<file path="config.mk">
export PLATFORM = sky130hd
export DESIGN_NAME = utf8_to_utf16_stream_converter_unit
export DESIGN_NICKNAME = d
export VERILOG_FILES = /design/src/hw/rtl/u8u16_pkg.sv /design/src/hw/rtl/utf8_to_utf16_stream_converter_unit.sv
export SDC_FILE = /design/constraint.sdc
export NUM_CORES = 1
export LEC_CHECK = 0
export BUFFER_PORTS_ARGS = -buffer_cell sky130_fd_sc_hd__buf_2
export CAP_MARGIN = 20
export CORE_MARGIN = 5
export CORE_UTILIZATION = 44
export CTS_BUF_LIST = sky130_fd_sc_hd__clkbuf_4 sky130_fd_sc_hd__clkbuf_8
export CTS_CLUSTER_SIZE = 40
export DETAILED_ROUTE_END_ITERATION = 7
export PLACE_DENSITY = 0.62
export SKIP_LAST_GASP = 1
export SYNTH_ARGS = -nofsm -noshare
export SYNTH_HDL_FRONTEND = slang
export SYNTH_SLANG_ARGS = --single-unit
</file>
<file path="constraint.sdc">
create_clock -name clk_i -period 5.5 [get_ports clk_i]
set_clock_uncertainty 0.2 [all_clocks]
set_input_delay 0.55 -clock clk_i [delete_from_list [all_inputs] [get_ports clk_i]]
set_output_delay 0.55 -clock clk_i [all_outputs]
set_load 0.02 [all_outputs]
</file>
<file path="src/hw/rtl/u8u16_pkg.sv">
// Types and constants shared by the UTF-8 to UTF-16 converter and its checker.
package u8u16_pkg;

  typedef enum logic [1:0] {
    KIND_UNIT    = 2'd0,
    KIND_TERM    = 2'd1,
    KIND_INVALID = 2'd2,
    KIND_UNENC   = 2'd3
  } kind_e;

  typedef struct packed {
    logic [7:0] data_byte;
    logic       byte_present;
    logic       end_of_string;
  } in_word_t;

  typedef struct packed {
    logic [15:0] code_unit;
    kind_e       result_kind;
    logic        last_of_string;
  } out_word_t;

  localparam int unsigned CpW     = 21;
  localparam int unsigned MaxRes  = 3;
  localparam int unsigned ResCntW = 2;

  localparam logic [CpW-1:0] CP_MAX    = 21'h10FFFF;
  localparam logic [CpW-1:0] SUPP_BASE = 21'h010000;
  localparam logic [CpW-1:0] SURR_LO   = 21'h00D800;
  localparam logic [CpW-1:0] SURR_HI   = 21'h00DFFF;

  localparam logic [2:0] LEAD2_TAG = 3'b110;
  localparam logic [3:0] LEAD3_TAG = 4'b1110;
  localparam logic [4:0] LEAD4_TAG = 5'b11110;
  localparam logic [5:0] HI_TAG    = 6'b110110;
  localparam logic [5:0] LO_TAG    = 6'b110111;

endpackage

</file>
<file path="src/hw/rtl/utf8_to_utf16_stream_converter_unit.sv">
// UTF-8 to UTF-16 stream converter: input register, decode logic and result buffer.
//
//   channel | valid       | stall        | word
//   --------+-------------+--------------+-------------------------------
//   input   | in_valid_i  | in_stall_o   | in_word_i  (u8u16_pkg::in_word_t)
//   output  | out_valid_o | out_stall_i  | out_word_o (u8u16_pkg::out_word_t)
//
// An accepted byte is registered, decoded combinationally, and its results land
// in a registered three-entry result buffer. One byte per cycle is taken while
// each byte gives at most one result and the output is not stalled; a byte with
// more results holds the input until its last result leaves the single output port.
// Reset clears the decoder state and both valid flags; the next string starts clean.
// A stalled output holds the buffer, which in turn stalls the input register.
module utf8_to_utf16_stream_converter_unit (
  input  logic                 clk_i,
  input  logic                 rst_ni,
  input  logic                 in_valid_i,
  output logic                 in_stall_o,
  input  u8u16_pkg::in_word_t  in_word_i,
  output logic                 out_valid_o,
  input  logic                 out_stall_i,
  output u8u16_pkg::out_word_t out_word_o
);
  import u8u16_pkg::*;

  logic                 in_valid_q;
  in_word_t             in_q;
  logic [CpW-1:0]       part_q, part_d;
  logic [1:0]           need_q, need_d;
  logic                 err_q, err_d;
  out_word_t            res_q [MaxRes];
  out_word_t            res_d [MaxRes];
  logic [ResCntW-1:0]   rem_q;
  logic [ResCntW-1:0]   n_d;
  logic                 pop, free, advance;

  assign out_valid_o = (rem_q != '0);
  assign out_word_o  = res_q[0];
  assign pop         = out_valid_o && !out_stall_i;
  assign free        = (rem_q == '0) || ((rem_q == ResCntW'(1)) && pop);
  assign advance     = in_valid_q && free;
  assign in_stall_o  = in_valid_q && !free;

  always_comb begin
    logic [7:0]     b;
    logic [CpW-1:0] cp;
    logic [CpW-1:0] off;
    logic           bad;
    logic           unenc;
    b       = in_q.data_byte;
    cp      = '0;
    off     = '0;
    bad     = 1'b0;
    unenc   = 1'b0;
    part_d  = part_q;
    need_d  = need_q;
    err_d   = err_q;
    n_d     = '0;
    for (int i = 0; i < MaxRes; i++) begin
      res_d[i] = '{code_unit: '0, result_kind: KIND_UNIT, last_of_string: 1'b0};
    end

    if (in_q.byte_present && !err_q) begin
      if (need_q == 2'd0) begin
        priority if (!b[7]) begin
          res_d[n_d].code_unit = {8'h00, b};
          n_d = n_d + ResCntW'(1);
        end else if (b[7:5] == LEAD2_TAG) begin
          part_d = {16'b0, b[4:0]};
          need_d = 2'd1;
        end else if (b[7:4] == LEAD3_TAG) begin
          part_d = {17'b0, b[3:0]};
          need_d = 2'd2;
        end else if (b[7:3] == LEAD4_TAG) begin
          part_d = {18'b0, b[2:0]};
          need_d = 2'd3;
        end else begin
          bad = 1'b1;
        end
      end else begin
        cp     = {part_q[CpW-7:0], b[5:0]};
        part_d = cp;
        need_d = need_q - 2'd1;
        if (need_d == 2'd0) begin
          part_d = '0;
          priority if (cp > CP_MAX) begin
            bad = 1'b1;
          end else if (cp >= SURR_LO && cp <= SURR_HI) begin
            unenc = 1'b1;
          end else if (cp < SUPP_BASE) begin
            res_d[n_d].code_unit = cp[15:0];
            n_d = n_d + ResCntW'(1);
          end else begin
            off = cp - SUPP_BASE;
            res_d[n_d].code_unit = {HI_TAG, off[19:10]};
            n_d = n_d + ResCntW'(1);
            res_d[n_d].code_unit = {LO_TAG, off[9:0]};
            n_d = n_d + ResCntW'(1);
          end
        end
      end
    end

    if (bad || unenc) begin
      err_d  = 1'b1;
      need_d = 2'd0;
      part_d = '0;
      res_d[n_d].result_kind = unenc ? KIND_UNENC : KIND_INVALID;
      n_d = n_d + ResCntW'(1);
    end

    if (in_q.end_of_string) begin
      if (!err_d && need_d != 2'd0) begin
        res_d[n_d].result_kind = KIND_INVALID;
        n_d = n_d + ResCntW'(1);
      end
      res_d[n_d].result_kind    = KIND_TERM;
      res_d[n_d].last_of_string = 1'b1;
      n_d    = n_d + ResCntW'(1);
      part_d = '0;
      need_d = 2'd0;
      err_d  = 1'b0;
    end
  end

  always_ff @(posedge clk_i or negedge rst_ni) begin
    if (!rst_ni) begin
      in_valid_q <= 1'b0;
    end else if (!in_stall_o) begin
      in_valid_q <= in_valid_i;
    end
  end

  always_ff @(posedge clk_i) begin
    if (in_valid_i && !in_stall_o) begin
      in_q <= in_word_i;
    end
  end

  always_ff @(posedge clk_i or negedge rst_ni) begin
    if (!rst_ni) begin
      part_q <= '0;
      need_q <= 2'd0;
      err_q  <= 1'b0;
    end else if (advance) begin
      part_q <= part_d;
      need_q <= need_d;
      err_q  <= err_d;
    end
  end

  always_ff @(posedge clk_i or negedge rst_ni) begin
    if (!rst_ni) begin
      rem_q <= '0;
    end else if (advance) begin
      rem_q <= n_d;
    end else if (pop) begin
      rem_q <= rem_q - ResCntW'(1);
    end
  end

  always_ff @(posedge clk_i) begin
    if (advance) begin
      res_q <= res_d;
    end else if (pop) begin
      for (int i = 0; i < MaxRes - 1; i++) begin
        res_q[i] <= res_q[i+1];
      end
    end
  end

endmodule

</file>
After elaboration in Yosys (flattened, before gate mapping)
Cells that the tools add are included.
{"block": "word_totals", "reg_bits": 88, "out_inout_bits": 21, "wordCells": 145, "input_bits": 14}
{"block": "classes", "n_lt_le_gt_ge": 10, "add_sub_neg": 6, "n_reduce_logical": 26, "n_eq_ne": 6, "n_mux": 77, "bitwise_logic": 3}
{"operator": "$bwmux W57", "n": 4}
{"operator": "$mux W57", "n": 4}
{"operator": "$mux W16", "n": 12}
{"operator": "$demux W19 S2", "n": 4}
{"operator": "$mux W15", "n": 9}
{"operator": "$mux W38", "n": 2}
{"operator": "$mux W2", "n": 20}
{"operator": "$ge A21 B16 Y1 const B", "n": 1}
{"operator": "$gt A21 B21 Y1 const B", "n": 1}
{"operator": "$le A21 B16 Y1 const B", "n": 1}
{"operator": "$lt A21 B17 Y1 const B", "n": 1}
{"operator": "$sub A20 B17 Y20 const B", "n": 1}
{"operator": "$mux W1", "n": 18}
{"operator": "$logic_and A1 B1 Y1", "n": 11}
{"operator": "$ge A3 B3 Y1 const B", "n": 3}
{"operator": "$lt A3 B1 Y1 const B", "n": 3}
{"operator": "$mux W3", "n": 3}
{"operator": "$not A2 Y3", "n": 3}
{"operator": "$mux W7", "n": 1}
{"operator": "$add A2 B1 Y2 const B", "n": 3}
{"operator": "$logic_not A2 Y1", "n": 3}
{"operator": "$ne A6 B2 Y1 const B", "n": 1}
{"operator": "$reduce_bool A2 Y1", "n": 3}
{"operator": "$eq A5 B5 Y1 const B", "n": 1}
{"operator": "9 further kinds", "n": 15}

Longest topological paths before layout
{"block": "logic_depth", "depth_word": 22, "depth_mapped": 19, "mapped_depth_nobuf": 19}

Worst setup path after synthesis
OpenSTA, ideal clock, no wires.
{"block": "synth_path", "path_type": "reg-to-reg", "from": "reg part_q[11]", "to": "reg res_q[21] (netlist bit) (data pin)", "period_less_slack_ns": 3.814, "arrival_time_ns": 3.358, "required_ns": 5.044, "path_stages_with_launch": 18, "setup_slack_ns": 1.686, "path_buffers": 0, "cell_sequence": "dfrtp_1 > or3_1 > o21ai_0 > mux2_2 > nand2_1 > nor3_1 > o21ai_0 > ha_1 > nand2_1 > a21o_1 > nand3_1 > inv_1 > ha_1 > a21oi_1 > ha_1 > nand4b_1 > o21ai_0 > a41o_1"}
{"block": "synth_between", "elab_chain_cells": 22, "elab_cells_between_ends": 59, "classes_between": "add/sub (2); order compare (10); mux (36); bitwise (3); reduce/logical (8)"}
{"element": "start, declared", "line": "utf8_to_utf16_stream_converter_unit.sv:28", "text": "logic [CpW-1:0] part_q, part_d;"}
{"element": "start signal, assigned", "line": "utf8_to_utf16_stream_converter_unit.sv:146", "text": "part_q <= part_d;"}
{"element": "parallel branches: the longest is 20 deep, another holds $lt A21 B17 Y1"}
{"element": "$mux W57 (*)", "line": "utf8_to_utf16_stream_converter_unit.sv:112", "text": "if (in_q.end_of_string) begin"}
{"element": "$mux W38 (*)", "line": "utf8_to_utf16_stream_converter_unit.sv:163", "text": "if (advance) begin"}
{"element": "end signal, assigned", "line": "utf8_to_utf16_stream_converter_unit.sv:164", "text": "res_q <= res_d;"}
{"element": "end signal, assigned by index", "line": "utf8_to_utf16_stream_converter_unit.sv:167", "text": "res_q[i] <= res_q[i+1];"}
{"element": "end, declared", "line": "utf8_to_utf16_stream_converter_unit.sv:31", "text": "out_word_t res_q [MaxRes];"}
Mark *: on every way between the ends. The select of a mux whose other input is x is not followed.
A chain may end at the register's enable or synchronous reset.

Worst setup path after layout
Same ends and word-level chain as after synthesis.

==> results.json <==
{
  "status": "finished clean",
  "crit_chain": "or3_1 > o21ai_0 > mux2_2 > nand2_1 > nor3_1 > o21ai_0 > ha_1 > nand2_1 > a21o_1 > nand3_1 > inv_1 > ha_1 > a21oi_1 > ha_1 > nand4b_1 > o21ai_0 > a41o_1",
  "dp_hpwl_mm": 5.00,
  "vdd_ir_drop_max_v": 0.000344,
  "post_cts_buffers": 0,
  "syn_area_sq_um": 3640,
  "synth_area_per_cell_sq_um": 10.4,
  "insertion_delay_ps": 350,
  "power_mw": 2.04,
  "cp-end-kind": "register",
  "die_y_um": 101,
  "coreArea_sq_um": 8130,
  "arrival_ps": 4200,
  "dieArea_sq_um": 10200,
  "netlist_instances": 351,
  "final_cell_count_no_fill": 474,
  "die_w_um": 101,
  "cts-htree-levels": 3,
  "fillers": 745,
  "wl_per_cell_um": 15.5,
  "port_buffers": 34,
  "wirelength_mm": 7.33,
  "hold_viol_final": 0,
  "synth_nets": 377,
  "cpPeakStageDelay_ps": 420,
  "utilization": 0.483,
  "areaGrowthSynthToFinish_pct": 8.05,
  "pre_cts_slack_ps": 1260,
  "hold_depth": 1,
  "track_usage": 0.159,
  "fin_tns_setup_ps": 0,
  "viasPerCell": 5.43,
  "grt_pass1_wl_mm": 12.6,
  "antennaDiodeCount": 0,
  "cts_tree": "yes",
  "placed_cell_area_sq_um": 3750,
  "fmaxAchievable_mhz": 233,
  "ys_ff_latch": 67,
  "antenna_left": 0,
  "cellPowerDensity_nw_per_um2": 519,
  "gp_congestion": 0.883,
  "path_class": "reg -> reg",
  "antenna_found_initial": 0,
  "drc": 0,
  "ios": 35,
  "slew_headroom": 0.360,
  "slew_viol_final": 0,
  "critPathMaxFanout": 6,
  "placed_cells": 457,
  "worstMarginPinSlew_ps": 959,
  "gr-total-overflow": 0,
  "yosysSeqAreaShare": 0.524,
  "cts-buffers-inserted": 9,
  "p_leak_nw": 1.61,
  "first_pass_iters": 4,
  "setup_violations": 0,
  "synth_ff_type": "edfxtp_1",
  "grt_pass1_vias": 2474,
  "min_period_ps": 4280,
  "ys_warn_count": 0,
  "clock-sinks": 67,
  "final_area_sq_um": 3930,
  "crit_path_top_delay_cell": "dfrtp_1",
  "grt_max_degree": 34,
  "rsz0062_at_grt": "false",
  "reg2reg_depth": 17,
  "setup_ws_ps": 1220,
  "synth_cell_types": 51,
  "async_reset_ff_frac": 0.313,
  "initial_core_util": 0.447,
  "drive_gt1_frac": 0.179,
  "cap_violations": 0,
  "holdWs_ps": 165,
  "cts.clk_slew.worst_paths_ps": 80,
  "cp-start-kind": "register",
  "hold_class": "in -> reg",
  "drtIter0Drc": 186,
  "synth_edf_count": 46,
  "nets": 390,
  "fin_crit_sh": 0.779,
  "placementRows": 33,
  "cp_data_required_time_ps": 5410,
  "cts_root_buffer": "clkbuf_8",
  "clock_path_buffers": 2,
  "vias": 2574
}
==> sequential cells by signal (all words and copies together), names as in the netlist <==
signal / cells
need_q: 2
out_word_o: 19
in_valid_q: 1
err_q: 1
res_q: 17
rem_q: 2
in_q: 10
part_q: 15
==> logic make-up after synthesis <==
logic type               Yosys count  synth area share
adder cells (fa/ha/maj)           12            0.0413
buffers and inverters             50            0.0743
AO/OA/AOI/OAI                     77             0.146
multiplexers                       5            0.0148
flip-flops                        67             0.524
AND/OR/NAND/NOR                  138             0.195
XOR/XNOR                           2           0.00482
==> worst paths after layout <==
kind	startpoint	end	slack [ps]
max	part_q[11]$_DFFE_PN0P_	res_q[21]$_DFFE_PP_	1220
min	in_word_i[8]	in_q[8]$_DFFE_PP_	170
max in group asynchronous	rst_ni	part_q[5]$_DFFE_PN0P_	4220
max reg2reg	part_q[11]$_DFFE_PN0P_	res_q[21]$_DFFE_PP_	1220
min reg2reg	res_q[29]$_SDFFCE_PP0P_	out_word_o[10]$_DFFE_PP_	330
min in group asynchronous	rst_ni	part_q[13]$_DFFE_PN0P_	510
==> layout make-up <==
class,count,area (sq um),area share
clock buffers,10,131,0.0334
repair buffers,37,195,0.0497
multi-input cells,234,1470,0.373
flip-flops and latches,67,1910,0.485
clock inverters,6,41.3,0.0105
well taps,105,131,0.0334
inverters,15,56.3,0.0143
==> where the power goes <==
group	leakage (nW)	total, mW	internal, mW	switching, mW
registers	0.742	0.908	0.795	0.113
clock network	0.0938	0.362	0.169	0.193
logic	0.774	0.769	0.267	0.503
==> critical path: cells and delay by family (launching register included) <==
kind,cells,cell delay (ps)
AO/OA/AOI/OAI,6,1150
AND/OR/NAND/NOR,6,1030
adder cells (fa/ha/maj),3,840
flip-flops,1,420
multiplexers,1,320
buffers and inverters,1,80
==> per-layer routing <==
metal / global-route usage / wire (um)
met5: 0 / 0
met4: 0.0726 / 128
met3: 0.0277 / 452
met2: 0.247 / 3330
met1: 0.217 / 3420
==> cells in the final DEF, fill, tap and decap left out, types with 2 or more instances in the layout <==
cell type  Yosys  final
nand3_1        8      8
edfxtp_1      46     46
or2_2          4      4
o2111ai_1      3      3
clkbuf_8       0      9
and2_1        18     18
a21o_1         4      4
mux2_2         3      3
a22o_1         7      7
clkinv_4       0      2
a21oi_1       12     12
nor2_1        21     21
nor3_1        10     10
a221o_1        6      6
o21ai_0       28     27
or2_1          2      2
inv_1         15     15
buf_2          3     34
dfrtp_1       21     21
buf_4         19      2
nand2b_1       5      5
nand4b_1       4      4
nand4_1        5      5
o211ai_1       4      4
a31oi_1        2      2
nand2_1       44     44
xnor2_1        2      2
mux2i_1        2      2
nor4_1         5      5
nor2b_1        4      4
ha_1          12     12
clkinv_2       0      3
o21ai_2        0      2
==> timing repair <==
item	in CTS	in global routing
resized for setup	0	0
hold buffers	1	0
hold endpoints to repair	21	0
==> Yosys cell counts (all sizes together), types with 6 or more instances <==
| cell | instances | share of area |
|---|---|---|
| edfxtp | 46 | 0.38 |
| or2 | 6 | 0.010 |
| nand2 | 44 | 0.045 |
| dfrtp | 21 | 0.14 |
| ha | 12 | 0.041 |
| inv | 15 | 0.015 |
| nor3 | 10 | 0.014 |
| clkbuf | 11 | 0.011 |
| nand3 | 8 | 0.011 |
| a221o | 6 | 0.017 |
| a21oi | 12 | 0.017 |
| buf | 24 | 0.047 |
| and2 | 18 | 0.031 |
| o21ai | 30 | 0.044 |
| nor2 | 22 | 0.025 |
| a22o | 7 | 0.017 |
Power figures use the tool's default switching activity.
